==> config.mk <==
export PLATFORM = sky130hd
export DESIGN_NAME = mwf_queue
export DESIGN_NICKNAME = d
export VERILOG_FILES = /design/src/hdl/mwf_pkg.sv /design/src/hdl/mwf_queue.sv
export SDC_FILE = /design/constraint.sdc
export NUM_CORES = 1
export LEC_CHECK = 0
export BUFFER_PORTS_ARGS = -buffer_cell sky130_fd_sc_hd__buf_2
export CAP_MARGIN = 20
export CORE_ASPECT_RATIO = 1.75
export CORE_MARGIN = 1
export CORE_UTILIZATION = 50
export CTS_CLUSTER_SIZE = 24
export DETAILED_ROUTE_END_ITERATION = 10
export GPL_TIMING_DRIVEN = 0
export PLACE_DENSITY = 0.71
export SLEW_MARGIN = 20
export SYNTH_ARGS = -nofsm -noshare
export SYNTH_HDL_FRONTEND = slang
export SYNTH_SLANG_ARGS = --single-unit
==> constraint.sdc <==
create_clock -name clk -period 4.61 [get_ports clk]
set_input_delay 0.2305 -clock clk [delete_from_list [all_inputs] [get_ports clk]]
set_output_delay 0.2305 -clock clk [all_outputs]
set_load 0.05 [all_outputs]
==> src/hdl/mwf_pkg.sv <==
// shared types and constants for the morphology window filter
// no dependencies
package mwf_pkg;

  localparam int MaxWidth   = 1024;
  localparam int ColW       = 10;
  localparam int HalfWin    = 3;
  localparam int WinSize    = 7;
  localparam int StoreRows  = 6;
  localparam int DelayDepth = HalfWin * MaxWidth + 4;
  localparam int DelayAw    = 12;
  localparam int QueueDepth = 4;

  typedef enum logic [1:0] {
    CFG_MODE   = 2'd0,
    CFG_WIDTH  = 2'd1,
    CFG_HEIGHT = 2'd2,
    CFG_THRESH = 2'd3
  } cfg_index_t;

  typedef enum logic [2:0] {
    MODE_ERODE    = 3'd0,
    MODE_DILATE   = 3'd1,
    MODE_GERODE   = 3'd2,
    MODE_GDILATE  = 3'd3,
    MODE_GRADIENT = 3'd4,
    MODE_TOPHAT   = 3'd5,
    MODE_BLACKHAT = 3'd6,
    MODE_THRESH   = 3'd7
  } mode_t;

  // classified work for the back part
  typedef struct packed {
    logic [ColW-1:0] col;
    logic [7:0]      src;
    logic [7:0]      org;
    logic            emit;
    logic [ColW-1:0] ocol;
    logic [11:0]     orow;
    logic            b7;
    logic            b1;
    logic            last;
  } work_t;

  function automatic logic disk_at(input int k, input int j);
    logic [6:0] row;
    case (k)
      0, 6:    row = 7'b0011100;
      1, 5:    row = 7'b0111110;
      default: row = 7'b1111111;
    endcase
    return row[j];
  endfunction

endpackage

==> src/hdl/mwf_queue.sv <==
// short fifo of classified words between front and back
// depends on mwf_pkg
module mwf_queue import mwf_pkg::*; (
  input  logic  clk,
  input  logic  rst,
  input  logic  wr_valid,
  input  work_t wr_data,
  output logic  full,
  output logic  rd_valid,
  input  logic  rd_en,
  output work_t rd_data
);

  work_t       mem [QueueDepth];
  logic [1:0]  wp, rp;
  logic [2:0]  cnt;

  assign full     = cnt == 3'(QueueDepth);
  assign rd_valid = cnt != 3'd0;
  assign rd_data  = mem[rp];

  always_ff @(posedge clk) begin
    if (wr_valid) mem[wp] <= wr_data;
  end

  always_ff @(posedge clk) begin
    if (rst) begin
      wp  <= '0;
      rp  <= '0;
      cnt <= '0;
    end else begin
      if (wr_valid) wp <= wp + 2'd1;
      if (rd_en) rp <= rp + 2'd1;
      cnt <= cnt + 3'(wr_valid) - 3'(rd_en);
    end
  end

endmodule

==> results.cfg <==
[finish]
nets = 564
antenna_cells = 0
drive_gt1_frac = 0.3969
multi_input_area_mm2 = 0.001426
final-seq-area_mm2 = 0.006426
area_growth_pct = 24.43
n_fill_cell = 1054

[power]
power_density_mw_per_mm2 = 444.4
intPower_w = 0.003287
clockPowerShare = 0.321
power_w = 0.004426
p_sw_frac = 0.2575
seqPwrFrac = 0.517
combPwrFrac = 0.161
vdd_ir_drop_max_mv = 0.3355
p_leak_nw = 3.449
p_sw_w = 0.001140

[route]
drc = 14
avgViaCountPerCell = 5.287
drtIter0Drc = 174
dr.pass1.iters = 7
vias = 3701
wl_um = 13900
wl_per_cell_um = 19.86
antenna_left = 0

[yosys]
synth_commonest_cells = edfxtp_1, mux4_2, dfxtp_1
syn_area_mm2 = 0.008005
ys_types = 22
syn_area_per_cell_um2 = 25.49
yosysMostFrequentCell = edfxtp_1
ys.flop_type = edfxtp_1
synth-seq-area-share = 0.8028
yosysTopAreaCellShare = 0.7802
ys_ff_latch = 217
yosysWarningCount = 0
synth_nets = 377
synth_largest_area_cell = edfxtp_1
async_flop_share = 0
synth_edf_count = 208
synthCells = 314
synth_area_leaders = edfxtp_1, mux4_2, dfxtp_1, buf_12, ha_1

[clock_network]
h-tree-depth = 1
insertion_delay_ns = 0.49
postCtsSetupBuffers = 0
clkTransAtPathRegs_ns = 0.07
cts_buffer_depth = 3
clock-sinks = 217
ctsRootBufferMaster = clkbuf_16
cts_buffers = 19
cts_tree = built
cts_resized = 0

[floorplan]
initial_utilization = 0.5151
core_area_mm2 = 0.01554
die_area_mm2 = 0.01654
rows = 60
ioPinCount = 110
die_h_um = 169.4
dieWidth_um = 97.65

[setup_path]
cp_common_cell = buf_2
arrival_ns = 2.08
critical_path_peak_fanout = 10
crit_path_end_kind = primary output
r2r_start = cnt[0]
setup.worst_path.class = register to primary output
slowest_delay_ns = 0.37
critPathLaunchType = register
cp_slowest_cell = mux4_2
path_cells = clkbuf_1, buf_2, mux4_2, buf_2
required_ns = 4.38

[sta]
rsz0062_at_grt = no
period_needed_ns = 2.315
hold_viol_final = 0
clock.fmax_ghz = 0.4319
finalMaxSlewViolations = 0
slew_headroom = 0.7115
worst_pin_slew_ns = 0.4328
skew_ns = 0.01878
tns_ns = 0
period_share = 0.5022
setup_violations = 0

[grt]
grt_use_total = 0.1731
first_global_vias = 4079
grt_pass1_wl_um = 21490
antenna_found_initial = 0
grt_max_degree = 44
grt-ovfl-total = 0

[run]
maxCapViolations = 0

[worst_hold_path]
min-delay-start = rd_en
hold_class = input port to register

[placed_design]
place_congestion = 0.6511
dpl.hpwl_um = 8627
io_buffers = 109

[run_status]
status = complete, but fails checks
violations = DRC
-- metrics by stage --
stage	std cells	hold WS (ns)	cell area, um2	setup slack (ns)	util
5_1_grt	700	0.09016	9961	2.167	0.6410
3_5_place_dp	613	0.4491	8881	2.768	0.5715
4_1_cts	700	0.06520	9961	2.234	0.6410
3_3_place_gp	609	0.4398	8783	1.466	0.5652
2_1_floorplan	314	0.3021	8005	2.416	-
6_report	700	0.08416	9961	2.295	0.6410
-- worst max-delay path, delay by kind of cell (launching register included) --
| kind | cells | cell delay (ns) |
|---|---|---|
| buffers and inverters | 3 | 0.92 |
| multiplexers | 1 | 0.37 |
| flip-flops | 1 | 0.30 |
-- repair_timing --
item                                    in CTS  in global routing
endpoints found under the hold margin      209                  0
hold buffers                                53                  0
endpoints found under the setup margin       0                  0
-- flip-flops by register name (all words and copies together), names as in the netlist, named ones only --
| register | cells |
|---|---|
| mem | 208 |
| cnt | 3 |
| rp | 2 |
| wp | 2 |
-- layout make-up --
cell class | instances | area share
buffer | 12 | 0.01407
clock buffer | 25 | 0.04999
clock inverter | 9 | 0.005150
inverter | 6 | 0.002261
multi-input combinational | 79 | 0.1432
sequential | 217 | 0.6451
tap | 186 | 0.02336
timing repair buffer | 166 | 0.1168
-- power groups by stage --
stage	Sequential (W)	Combinational [W]	Clock, W
floorplan	0.00233	0.000510	0
global placement	0.00233	0.000661	0
detailed placement	0.00233	0.000688	0
CTS	0.00229	0.000725	0.00146
global route	0.00230	0.000751	0.00153
finish	0.00229	0.000713	0.00142
-- worst paths after layout --
kind | end | slack, ns | cells past startpoint
worst max-delay path | rd_data[44] | 2.29 | 4
worst min-delay path | register | 0.08 | 3
worst max register to register | cnt[2] | 2.83 | 7
worst min register to register | register | 0.55 | 2
-- routing by layer --
metal | vias to the layer above | global-route usage | wire length (um)
li1 | 1698 | - | -
met1 | 1892 | 0.2045 | 5353
met2 | 88 | 0.3198 | 7711
met3 | 23 | 0.02718 | 519
met4 | 0 | 0.06061 | 316
met5 | - | 0 | 0
-- cell usage in the layout, fill, tap and decap left out, types with 2 or more instances in the layout --
cell / instances
clkinv_2: 3
nor2_1: 5
mux4_2: 50
edfxtp_1: 208
clkinv_1: 3
clkbuf_1: 7
buf_12: 8
buf_2: 114
nor2b_1: 2
and2_4: 4
dlygate4sd3_1: 53
mux4_1: 2
xnor2_1: 2
dfxtp_1: 9
clkbuf_16: 19
ha_1: 6
inv_1: 6
-- logic make-up after synthesis --
| kind of cell | Yosys count | share of synthesized area |
|---|---|---|
| AO/OA/AOI/OAI | 2 | 0.001875 |
| XOR/XNOR | 3 | 0.005158 |
| adder cells (fa/ha/maj) | 7 | 0.01188 |
| buffers and inverters | 18 | 0.02032 |
| flip-flops | 217 | 0.8028 |
| multiplexers | 53 | 0.1485 |
| AND/OR/NAND/NOR | 14 | 0.009535 |
(Power assumes the default switching activity.)
