<file path="src/hdl/mwf_pkg.sv">
// shared types and constants for the morphology window filter
// no dependencies
package mwf_pkg;

  localparam int MaxWidth   = 1024;
  localparam int ColW       = 10;
  localparam int HalfWin    = 3;
  localparam int WinSize    = 7;
  localparam int StoreRows  = 6;
  localparam int DelayDepth = HalfWin * MaxWidth + 4;
  localparam int DelayAw    = 12;
  localparam int QueueDepth = 4;

  typedef enum logic [1:0] {
    CFG_MODE   = 2'd0,
    CFG_WIDTH  = 2'd1,
    CFG_HEIGHT = 2'd2,
    CFG_THRESH = 2'd3
  } cfg_index_t;

  typedef enum logic [2:0] {
    MODE_ERODE    = 3'd0,
    MODE_DILATE   = 3'd1,
    MODE_GERODE   = 3'd2,
    MODE_GDILATE  = 3'd3,
    MODE_GRADIENT = 3'd4,
    MODE_TOPHAT   = 3'd5,
    MODE_BLACKHAT = 3'd6,
    MODE_THRESH   = 3'd7
  } mode_t;

  // classified work for the back part
  typedef struct packed {
    logic [ColW-1:0] col;
    logic [7:0]      src;
    logic [7:0]      org;
    logic            emit;
    logic [ColW-1:0] ocol;
    logic [11:0]     orow;
    logic            b7;
    logic            b1;
    logic            last;
  } work_t;

  function automatic logic disk_at(input int k, input int j);
    logic [6:0] row;
    case (k)
      0, 6:    row = 7'b0011100;
      1, 5:    row = 7'b0111110;
      default: row = 7'b1111111;
    endcase
    return row[j];
  endfunction

endpackage

</file>
<file path="src/hdl/mwf_front.sv">
// front part: position tracking, border classification
// depends on mwf_pkg
module mwf_front import mwf_pkg::*; (
  input  logic        clk,
  input  logic        rst,
  input  logic        in_valid,
  output logic        in_ready,
  input  logic        command,
  input  logic [7:0]  source_pixel,
  input  logic [7:0]  original_pixel,
  input  logic        start_of_frame,
  input  logic [10:0] frame_width,
  input  logic [12:0] frame_height,
  output logic        wr_valid,
  output work_t       wr_data,
  input  logic        q_full
);

  logic [10:0] in_column, in_column_next;
  logic [12:0] in_row, in_row_next;
  logic [10:0] w;
  logic [12:0] h;
  logic [10:0] c0;
  logic [12:0] r0;
  logic        dead, flush, started;
  logic [10:0] c1;
  logic [12:0] r1;
  logic [10:0] oc;
  logic [12:0] orw;

  assign in_ready = !q_full;

  always_comb begin
    w = frame_width;
    if (w < 11'd8) w = 11'd8;
    if (w > 11'(MaxWidth)) w = 11'(MaxWidth);
    h = frame_height;
    if (h < 13'd8) h = 13'd8;
    if (h > 13'd4096) h = 13'd4096;
    c0 = in_column;
    r0 = in_row;
    if (!command && start_of_frame) begin
      c0 = '0;
      r0 = '0;
    end
    if (c0 >= w) begin
      c0 = '0;
      r0 = r0 + 13'd1;
    end
    dead = ({1'b0, r0} > {1'b0, h} + 14'd3) ||
           ({1'b0, r0} == {1'b0, h} + 14'd3 && c0 >= 11'd3);
    flush = command || (r0 >= h);
    started = (r0 > 13'd3) || (r0 == 13'd3 && c0 >= 11'd3);
    c1 = c0 + 11'd1;
    r1 = r0;
    if (c1 >= w) begin
      c1 = '0;
      r1 = r0 + 13'd1;
    end
    if (c0 >= 11'd3) begin
      oc  = c0 - 11'd3;
      orw = r0 - 13'd3;
    end else begin
      oc  = c0 + w - 11'd3;
      orw = r0 - 13'd4;
    end
    in_column_next = dead ? c0 : c1;
    in_row_next    = dead ? r0 : r1;
  end

  always_ff @(posedge clk) begin
    if (rst) begin
      in_column <= '0;
      in_row    <= '0;
    end else if (in_valid && in_ready) begin
      in_column <= in_column_next;
      in_row    <= in_row_next;
    end
  end

  assign wr_valid = in_valid && in_ready && !dead;

  always_comb begin
    wr_data.col  = c0[ColW-1:0];
    wr_data.src  = flush ? 8'd0 : source_pixel;
    wr_data.org  = flush ? 8'd0 : original_pixel;
    wr_data.emit = started;
    wr_data.ocol = oc[ColW-1:0];
    wr_data.orow = orw[11:0];
    wr_data.b7 = orw < 13'd3 || orw >= h - 13'd3 || oc < 11'd3 || oc >= w - 11'd3;
    wr_data.b1 = orw < 13'd1 || orw >= h - 13'd1 || oc < 11'd1 || oc >= w - 11'd1;
    wr_data.last = (orw == h - 13'd1) && (oc == w - 11'd1);
  end

endmodule

</file>
<file path="config.mk">
export PLATFORM = sky130hd
export DESIGN_NAME = mwf_front
export DESIGN_NICKNAME = d
export VERILOG_FILES = /design/src/hdl/mwf_pkg.sv /design/src/hdl/mwf_front.sv
export SDC_FILE = /design/constraint.sdc
export NUM_CORES = 1
export LEC_CHECK = 0
export CAP_MARGIN = 0
export CORE_UTILIZATION = 35
export CTS_BUF_LIST = sky130_fd_sc_hd__clkbuf_16
export DETAILED_ROUTE_END_ITERATION = 12
export DONT_BUFFER_PORTS = 1
export PLACE_DENSITY = 0.5
export SYNTH_ARGS = -nofsm -noshare
export SYNTH_HDL_FRONTEND = slang
export SYNTH_SLANG_ARGS = --single-unit
</file>
<file path="constraint.sdc">
create_clock -name clk -period 13.15 [get_ports clk]
set_clock_uncertainty 0.15 [all_clocks]
set_input_delay 2.63 -clock clk [delete_from_list [all_inputs] [get_ports clk]]
set_output_delay 2.63 -clock clk [all_outputs]
set_load 0.01 [all_outputs]
</file>
==> results of run 1 <==
-- layout by cell type, fill, tap and decap left out, drive strengths merged, types with 8 or more instances in the layout --
cell type and instances:
a211oi 18, a21o 12, a21oi 62, a22oi 8, and2 9, buf 22
dfxtp 24, ha 119, inv 69, nand2 116, nand2b 13, nand3 36
nand4 16, nor2 71, nor2b 30, nor3 31, nor4 16, o21a 17
o21ai 32, or3 11, xnor2 54, xor2 34
-- area by class of cell --
class / count / area share [%]
multi-input combinational: 798 / 81.7
sequential: 24 / 6.96
timing repair buffer: 22 / 2.39
inverter: 69 / 3.75
tap: 229 / 4.15
clock buffer: 3 / 1.09
-- logic make-up after synthesis --
kind of cell / count (synthesis) / synth area share [%]
simple gates: 372 / 27.9
xor+xnor: 88 / 11.9
compound gates: 207 / 21.4
buf+inv: 106 / 6.25
flops: 24 / 7.42
fa+ha+maj: 121 / 23.5
mux: 10 / 1.62
-- worst min-delay path, delay by kind of cell (launching register included) --
family	cells	cell delay, ps
DFF	1	330
AOI/OAI and AO/OA	1	50
and+or+nand+nor	1	60
-- routing by layer --
metal / wire, µm / share of wire (%) / GRT usage [%]
met5: 0 / 0 / 0
met4: 427 / 2.0 / 5.07
met3: 1260 / 5.8 / 4.13
met2: 9710 / 45 / 37.7
met1: 10300 / 47 / 31.5
-- where the power goes --
part	switching [mW]	internal [mW]
logic	0.200	0.125
clock network	0.0281	0.0404
registers	0.00496	0.0756
total	0.233	0.241
-- final timing paths --
check | startpoint | end | slack [ps]
setup / recovery | frame_width[4] | wr_data[1] | 600
hold / removal | in_row[6] | in_row[6] | 320
setup reg to reg | in_column[8] | in_column[2] | 6150
hold reg to reg | in_row[6] | in_row[6] | 320
-- flip-flops by register name, indices dropped and copies added, names as in the netlist --
name / count
in_row: 13
in_column: 11
-- synthesized netlist by cell type, types with 3 or more instances --
library cell and instances:
ha_1 119, nand2_1 116, nor2_1 71, inv_1 69
a21oi_1 62, xnor2_1 54, nand3_1 36, xor2_1 34
clkbuf_1 32, nor3_1 31, nor2b_1 30, o21ai_0 30
dfxtp_1 24, a211oi_1 18, o21a_1 17, nand4_1 16
nor4_1 16, nand2b_1 13, a21o_1 12, or3_1 11
and2_1 9, a22oi_1 8, and3_1 7, o211ai_1 7
a2111oi_0 6, mux2i_1 6, a221oi_1 4, a311oi_1 4
a31oi_1 4, a41oi_1 4, mux2_2 4, or2_2 4
or4_1 4, o221ai_1 3, o22ai_1 3
-- through the flow --
| step | hold WS [ps] | power [mW] | util (%) | worst slack (ps) | instances |
|---|---|---|---|---|---|
| after global routing | 343 | 0.517 | 38.3 | 44.8 | 1145 |
| after detailed placement | 312 | 0.401 | 37.7 | 78.7 | 1142 |
| after CTS | 322 | 0.471 | 38.1 | 23.6 | 1145 |
| final | 318 | 0.474 | 38.3 | 599 | 1145 |
| after floorplan | 290 | 0.321 | - | 631 | 928 |
| after global placement | 304 | 0.402 | 37.7 | 251 | 1142 |
==> impl_results.md, run 1 <==
- DRT iter0 DRCs: 457
- Ratio of cells with drive above 1 in the final layout: 5.13%
- Number of cells on the critical path: 29
- Async S/R FF share, synth: 0%
- Post-CTS Resized: 0
- Unrepaired setup endpoints after global routing: no
- Hpwl dp: 18000 µm
- Routed wire length: 21700 µm
- ANT nets after route: 0
- Worst min path class: flop to flop
- Critical path's top delay family: compound AO/OA/AOI/OAI gates
- Num ports: 100
- Slew @ Worst Pin: 987 ps
- Worst r2r path cells: 23
- Drt pass-1 iters: 5
- Min Tclk post-route: 12550 ps
- Die width: 138 µm
- Syn Area/Cell: 6.97 µm²
- Critical path required time: 10370 ps
- Post-synth EDFFs: 0
- Hold Buf Count CTS: 0
- Seq/Total Area, Yosys: 7.42%
- Area Overhead vs Synth: 6.65%
- Core area: 18000 µm²
- Final instance area: 6900 µm²
- Vias: 6557
- First-pass GRT wire length: 33700 µm
- Worst VDD drop: 43.0 µV
- Cell mode on critical path: ha_1
- CP startpoint kind: primary input
- Row Count: 49
- Net Count, Synth: 1094
- DRC: 0
- Worst skew pair latency: 270 ps
- GP Congestion: 0.959
- Initial Util: 35.9%
- CTS sink count: 24
- PwrDens: 68.7 nW/µm²
- CTS tree: yes
- Final hold violation count: 0
- Total setup buffers inserted after CTS: 0
- Synthesized instance count: 928
- Crit path buf inv count: 1
- Top_reg_cell synth: dfxtp_1
- Largest net degree at the start of global routing: 33
- Nets: 1084
- Number of fillers in the final layout: 1981
- YS warnings: 0
- Slew headroom: 33.3%
- Critical path class: primary input to primary output
- Vias in the first global route: 6172
- Yosys top cell by area: ha_1
- Hold Path Cell Cnt: 2
- Placed inst area: 6790 µm²
- Critical Path AT: 9770 ps
- Die area: 19000 µm²
- Leak Pwr: 3.02 nW
- Peak Freq: 0.0797 GHz
- Distinct cell type count after synthesis: 63
- PortBufs: 0
- Top post-synthesis cells by area: ha_1 (23%), dfxtp_1 (7.4%), xnor2_1 (7.3%)
- Via density: 5.73
- CTS clk-pin slew, worst paths: 60 ps
- GRT overflow: 0
- Antenna cells: 0
- Die height: 138 µm
- Synth Cell Area: 6470 µm²
- Initial antenna violation count: 0
- Max Slew Vio Count: 0
- Clock buffer depth: 2
- GRT Resource Usage Total: 23.1%
- Post-synth top area share: 23.0%
- Post-synthesis register bit count: 24
- Total negative slack: 0 ps
- FF+latch area: 480 µm²
- Fin crit share: 95.4%
- CTS H-tree lvls: 1
- CP max stage cell: nor4_2
- Num CTS Buffers: 3
- Root Buffer: clkbuf_16
- CP endpoint kind: primary output
- Multi-input gate area: 5640 µm²
- CP peak stage delay: 700 ps
- Worst Path Max Fanout: 6
- Wire per inst: 18.9 µm
- Status: complete, no violations
- Setup violators final: 0
- # Max-Cap Violations: 0
Power figures use the tool's default switching activity.
==> inputs of run 2 (changes only) <==
--- a/config.mk
+++ b/config.mk
@@ -11,6 +11,7 @@
 export DETAILED_ROUTE_END_ITERATION = 12
 export DONT_BUFFER_PORTS = 1
 export PLACE_DENSITY = 0.5
+export REMOVE_ABC_BUFFERS = 1
 export SYNTH_ARGS = -nofsm -noshare
 export SYNTH_HDL_FRONTEND = slang
 export SYNTH_SLANG_ARGS = --single-unit
==> impl_results.md, run 2 (synthesis gave the netlist of run 1 again) <==
- Status: complete, no violations
- PortBufs: 0 (unchanged)
- FF+latch area: 480 µm² (unchanged)
- Root Buffer: clkbuf_16
- Worst min path class: flop to flop
- Worst skew pair latency: 260 ps (about the same)
- CTS sink count: 24 (unchanged)
- Worst Path Max Fanout: 7 (+1)
- CP peak stage delay: 490 ps (-210 ps)
- Area Overhead vs Synth: 7.27%
- First-pass GRT wire length: 33100 µm (-1.7%)
- Hold Buf Count CTS: 0 (unchanged)
- Unrepaired setup endpoints after global routing: no
- Slew @ Worst Pin: 1040 ps (+48.6 ps)
- CTS H-tree lvls: 1 (unchanged)
- Most flop-heavy register: in_row
- CP max stage cell: or4_1
- Ratio of cells with drive above 1 in the final layout: 5.22% (+0.092 points)
- Most frequent cells in the layout: ha_1 (119), nand2_1 (116), nor2_1 (71), inv_1 (69), a21oi_1 (62)
- Die width: 138 µm (unchanged)
- GRT overflow: 0 (unchanged)
- Final hold violation count: 0 (unchanged)
- Peak Freq: 0.0796 GHz (-0.12%)
- PwrDens: 70.9 nW/µm² (+3.2%)
- Initial Util: 35.9% (unchanged)
- CTS clk-pin slew, worst paths: 70 ps (about the same)
- Cell mode on critical path: ha_1
- Routed wire length: 21500 µm (-0.75%)
- Leak Pwr: 3.05 nW (+0.78%)
- Total negative slack: 0 ps (unchanged)
- Worst VDD drop: 52.5 µV (+22%)
- Min Tclk post-route: 12570 ps (+15.0 ps)
- Drt pass-1 iters: 4 (-1)
- Setup violators final: 0 (unchanged)
- Multi-input gate area: 5630 µm² (about the same)
- Critical path required time: 10370 ps (about the same)
- Via density: 5.70 (-0.38%)
- Die area: 19000 µm² (unchanged)
- Number of fillers in the final layout: 1978 (-0.15%)
- Wire per inst: 18.7 µm (-1.0%)
- CP startpoint kind: primary input
- Commonest non-fill, non-tap cell in the layout: ha_1
- DRC: 0 (unchanged)
- Die height: 138 µm (unchanged)
- Nets: 1086 (+0.18%)
- Largest net degree at the start of global routing: 33 (unchanged)
- GRT Resource Usage Total: 22.5% (-0.64 points)
- Clock buffer depth: 2 (unchanged)
- Fin crit share: 95.6% (+0.11 points)
- Num CTS Buffers: 3 (unchanged)
- # Max-Cap Violations: 0 (unchanged)
- DRT iter0 DRCs: 395 (-14%)
- CTS tree: yes
- ANT nets after route: 0 (unchanged)
- Row Count: 49 (unchanged)
- Critical Path AT: 9790 ps (+20 ps)
- Slew headroom: 31.0% (-2.3 points)
- Max Slew Vio Count: 0 (unchanged)
- DP Worst Slack: 166 ps (+87.4 ps)
- Max FFs per register: 13 (unchanged)
- Final hold slack: 322 ps (+4.20 ps)
- Initial antenna violation count: 0 (unchanged)
- Hpwl dp: 18000 µm (about the same)
- Final setup margin: 584 ps (-15.0 ps)
- Util after Layout: 38.5% (+0.22 points)
- Biggest regs: in_row: 13 flops, in_column: 11 flops
- Num ports: 100 (unchanged)
- Core area: 18000 µm² (unchanged)
- Vias: 6549 (-0.12%)
- GP Congestion: 0.924 (-3.7%)
- Antenna cells: 0 (unchanged)
- CP endpoint kind: primary output
- Vias in the first global route: 6118 (-0.87%)
- Critical path class: primary input to primary output
run 2: cell type report:
type	instances	area share [%]
inverters	69	3.73
clock buffers	3	1.08
clock inverters	1	0.433
repair buffers	24	2.60
flip-flops and latches	24	6.92
well taps	229	4.13
multi-input cells	798	81.1
run 2: critical path, delay by kind of cell:
family	cells	cell delay [ps]
compound gates	14	2860
xor+xnor	1	250
fa+ha+maj	5	1490
buf+inv	2	360
simple gates	10	2180
run 2: where the power goes:
part | leakage, nW | switching, mW | internal [mW] | total [mW]
sequential | 0.196 | 0.00475 | 0.0755 | 0.0803
combinational | 2.80 | 0.198 | 0.124 | 0.322
clock | 0.0511 | 0.0292 | 0.0606 | 0.0898
run 2: through the flow:
step	instances	power, mW	cell area [µm²]
detailed placement	1144	0.399	6800
CTS	1148	0.491	6910
global placement	1144	0.400	6800
global route	1148	0.537	6940
finish	1148	0.492	6940
floorplan	891	0.316	6330
run 2: worst paths after layout:
path	from	endpoint	slack [ps]	cells after the start
hold reg to reg	in_row[6]	in_row[6]	320	2
hold / removal	in_row[6]	in_row[6]	320	2
setup / recovery	frame_width[4]	wr_data[1]	580	32
setup reg to reg	in_column[7]	in_column[2]	5970	24
run 2: what timing repair did:
| action | 4_1_cts | 5_1_grt |
|---|---|---|
| buffers inserted | 0 | 0 |
| gates resized for setup | 0 | 8 |
| endpoints found under the setup margin | 0 | 1 |
run 2: routing by layer:
metal | track usage, % | up-vias | share of wire [%]
li1 | - | 3306 | -
met1 | 29.9 | 3047 | 46
met2 | 37.4 | 170 | 46
met3 | 3.47 | 26 | 5.0
met4 | 6.28 | 0 | 2.4
met5 | 0 | - | 0
==> inputs of run 3 (changes only) <==
--- a/config.mk
+++ b/config.mk
@@ -10,7 +10,7 @@
 export CTS_BUF_LIST = sky130_fd_sc_hd__clkbuf_16
 export DETAILED_ROUTE_END_ITERATION = 12
 export DONT_BUFFER_PORTS = 1
-export PLACE_DENSITY = 0.5
+export PLACE_DENSITY_LB_ADDON = 0.2
 export REMOVE_ABC_BUFFERS = 1
 export SYNTH_ARGS = -nofsm -noshare
 export SYNTH_HDL_FRONTEND = slang
==> impl_results.md, run 3 (synthesis gave the netlist of run 1 again) <==
- Largest net degree at the start of global routing: 33 (unchanged)
- Hold Buf Count CTS: 0 (unchanged)
- Total setup buffers inserted after CTS: 0 (unchanged)
- Final instance area: 6900 µm² (-0.65%)
- Vias in the first global route: 6043 (-1.2%)
- Initial Util: 35.9% (unchanged)
- Number of fillers in the final layout: 1991 (+0.66%)
- Die height: 138 µm (unchanged)
- DRT iter0 DRCs: 345 (-13%)
- Num CTS Buffers: 3 (unchanged)
- Placed inst area: 6780 µm² (-0.33%)
- Cell mode on critical path: a21oi_1
- Initial antenna violation count: 0 (unchanged)
- Critical path class: primary input to primary output
- Status: complete, no violations
- Area Overhead vs Synth: 6.57%
- Total negative slack: 0 ps (unchanged)
- Most flop-heavy register: in_row
- GP Congestion: 0.933 (+1.0%)
- Antenna cells: 0 (unchanged)
- Peak Freq: 0.0786 GHz (-1.3%)
- Slew @ Worst Pin: 1040 ps (+1.63 ps)
- Critical path's top delay family: compound AO/OA/AOI/OAI gates
- Worst r2r path cells: 24 (unchanged)
- Core area: 18000 µm² (unchanged)
- Commonest non-fill, non-tap cell in the layout: ha_1
- Critical Path AT: 9950 ps (+160 ps)
- # Max-Cap Violations: 0 (unchanged)
- GRT overflow: 0 (unchanged)
- FF+latch area: 480 µm² (unchanged)
- Clock buffer depth: 2 (unchanged)
- CTS H-tree lvls: 1 (unchanged)
- Worst R2R Setup Slack: 6040 ps (+70 ps)
- Post-CTS Resized: 0 (unchanged)
- Max Slew Vio Count: 0 (unchanged)
- Worst Path Max Fanout: 6 (-1)
- Setup violators final: 0 (unchanged)
- Routed wire length: 21200 µm (-1.3%)
- Slew headroom: 30.9% (-0.11 points)
- Multi-input gate area: 5610 µm² (-0.40%)
- Reg-to-Reg Start: in_column[7]
- Min Tclk post-route: 12730 ps (+161 ps)
- Worst VDD drop: 57.1 µV (+8.9%)
- Wire per inst: 18.5 µm (-1.1%)
- Crit path launch: frame_width[4]
- Die area: 19000 µm² (unchanged)
- Ratio of cells with drive above 1 in the final layout: 4.59% (-0.64 points)
- Critical path required time: 10370 ps (about the same)
- Worst r2r dst: in_column[2]
- Fin crit share: 96.8% (+1.2 points)
- Num ports: 100 (unchanged)
- Via density: 5.74 (+0.57%)
- Final hold violation count: 0 (unchanged)
- Drt pass-1 iters: 5 (+1)
- CTS tree: yes
- CP endpoint kind: primary output
- Row Count: 49 (unchanged)
- Die width: 138 µm (unchanged)
- PortBufs: 0 (unchanged)
- Biggest regs: in_row: 13 flops, in_column: 11 flops
- CTS sink count: 24 (unchanged)
- CP peak stage delay: 490 ps (about the same)
- Worst min path class: flop to flop
- Unrepaired setup endpoints after global routing: no
- Util after Layout: 38.3% (-0.25 points)
- Nets: 1083 (-0.28%)
- CP startpoint kind: primary input
- Number of cells on the critical path: 30 (-6.3%)
- Leak Pwr: 3.03 nW (-0.57%)
- First-pass GRT wire length: 32400 µm (-2.2%)
- DRC: 0 (unchanged)
- ANT nets after route: 0 (unchanged)
- Crit path buf inv count: 1 (-1)
- Hpwl dp: 17700 µm (-1.6%)
- Max FFs per register: 13 (unchanged)
- Worst Setup EP: wr_data[1]
- CTS clk-pin slew, worst paths: 60 ps (about the same)
- Root Buffer: clkbuf_16
- CP max stage cell: or3_1
- GRT Resource Usage Total: 21.9% (-0.60 points)
- PwrDens: 71.3 nW/µm² (+0.61%)
- Most frequent cells in the layout: ha_1 (119), nand2_1 (116), nor2_1 (71), inv_1 (69), a21oi_1 (62)
- Worst skew pair latency: 260 ps (about the same)
- Vias: 6569 (+0.31%)
==> run 3: cell type report <==
type	instances	share of cell area, %
multi-input combinational	798	81.3
sequential	24	6.97
tap	229	4.15
inverter	69	3.76
timing repair buffer	21	2.29
clock buffer	3	1.09
clock inverter	1	0.435
==> run 3: worst register-to-register path: stages, from the launching register on <==
cell      delay, ps
dfxtp_1         490
inv_1           140
nor2_1          220
ha_1            270
nand4_1         150
a21oi_1          70
or3_1           490
nor3_1          260
buf_4           240
nand2_1          90
inv_1           250
ha_1            470
inv_1           230
nor4_1          440
nand4_1         310
or3_1           410
a21oi_1         270
ha_1            310
o211ai_1        100
a21oi_1          50
a221oi_1        300
buf_4           260
nor2b_1         550
nand3_1         200
a311oi_1        290
==> run 3: worst min-delay path by stage <==
stage                    from  cells after the start  slack (ps)   endpoint
floorplan           in_row[6]                      2         280  in_row[6]
global placement    in_row[7]                      2         310  in_row[7]
detailed placement  in_row[7]                      2         310  in_row[7]
CTS                 in_row[7]                      2         320  in_row[7]
global route        in_row[6]                      2         340  in_row[6]
finish              in_row[7]                      2         320  in_row[7]
==> run 3: metrics by stage <==
step | setup slack, ps | instances | hold WS (ps) | total power [mW]
2_1_floorplan | 490 | 891 | 284 | 0.316
3_3_place_gp | 422 | 1141 | 306 | 0.400
3_5_place_dp | 286 | 1141 | 314 | 0.401
4_1_cts | 272 | 1145 | 323 | 0.491
5_1_grt | 52.7 | 1145 | 342 | 0.536
6_report | 423 | 1145 | 323 | 0.492
==> run 3: layer usage <==
| layer | track usage (%) | part of all wire [%] | up-vias |
|---|---|---|---|
| li1 | - | - | 3302 |
| met1 | 29.8 | 47 | 3035 |
| met2 | 36.9 | 46 | 207 |
| met3 | 2.52 | 5.5 | 25 |
| met4 | 4.41 | 1.6 | 0 |
| met5 | 0 | 0 | - |
==> run 3: report_power, final <==
part,internal (mW),leakage (nW),switching [mW]
registers,0.0756,0.196,0.00496
logic,0.124,2.78,0.200
clock network,0.0605,0.0511,0.0269
total,0.260,3.03,0.232
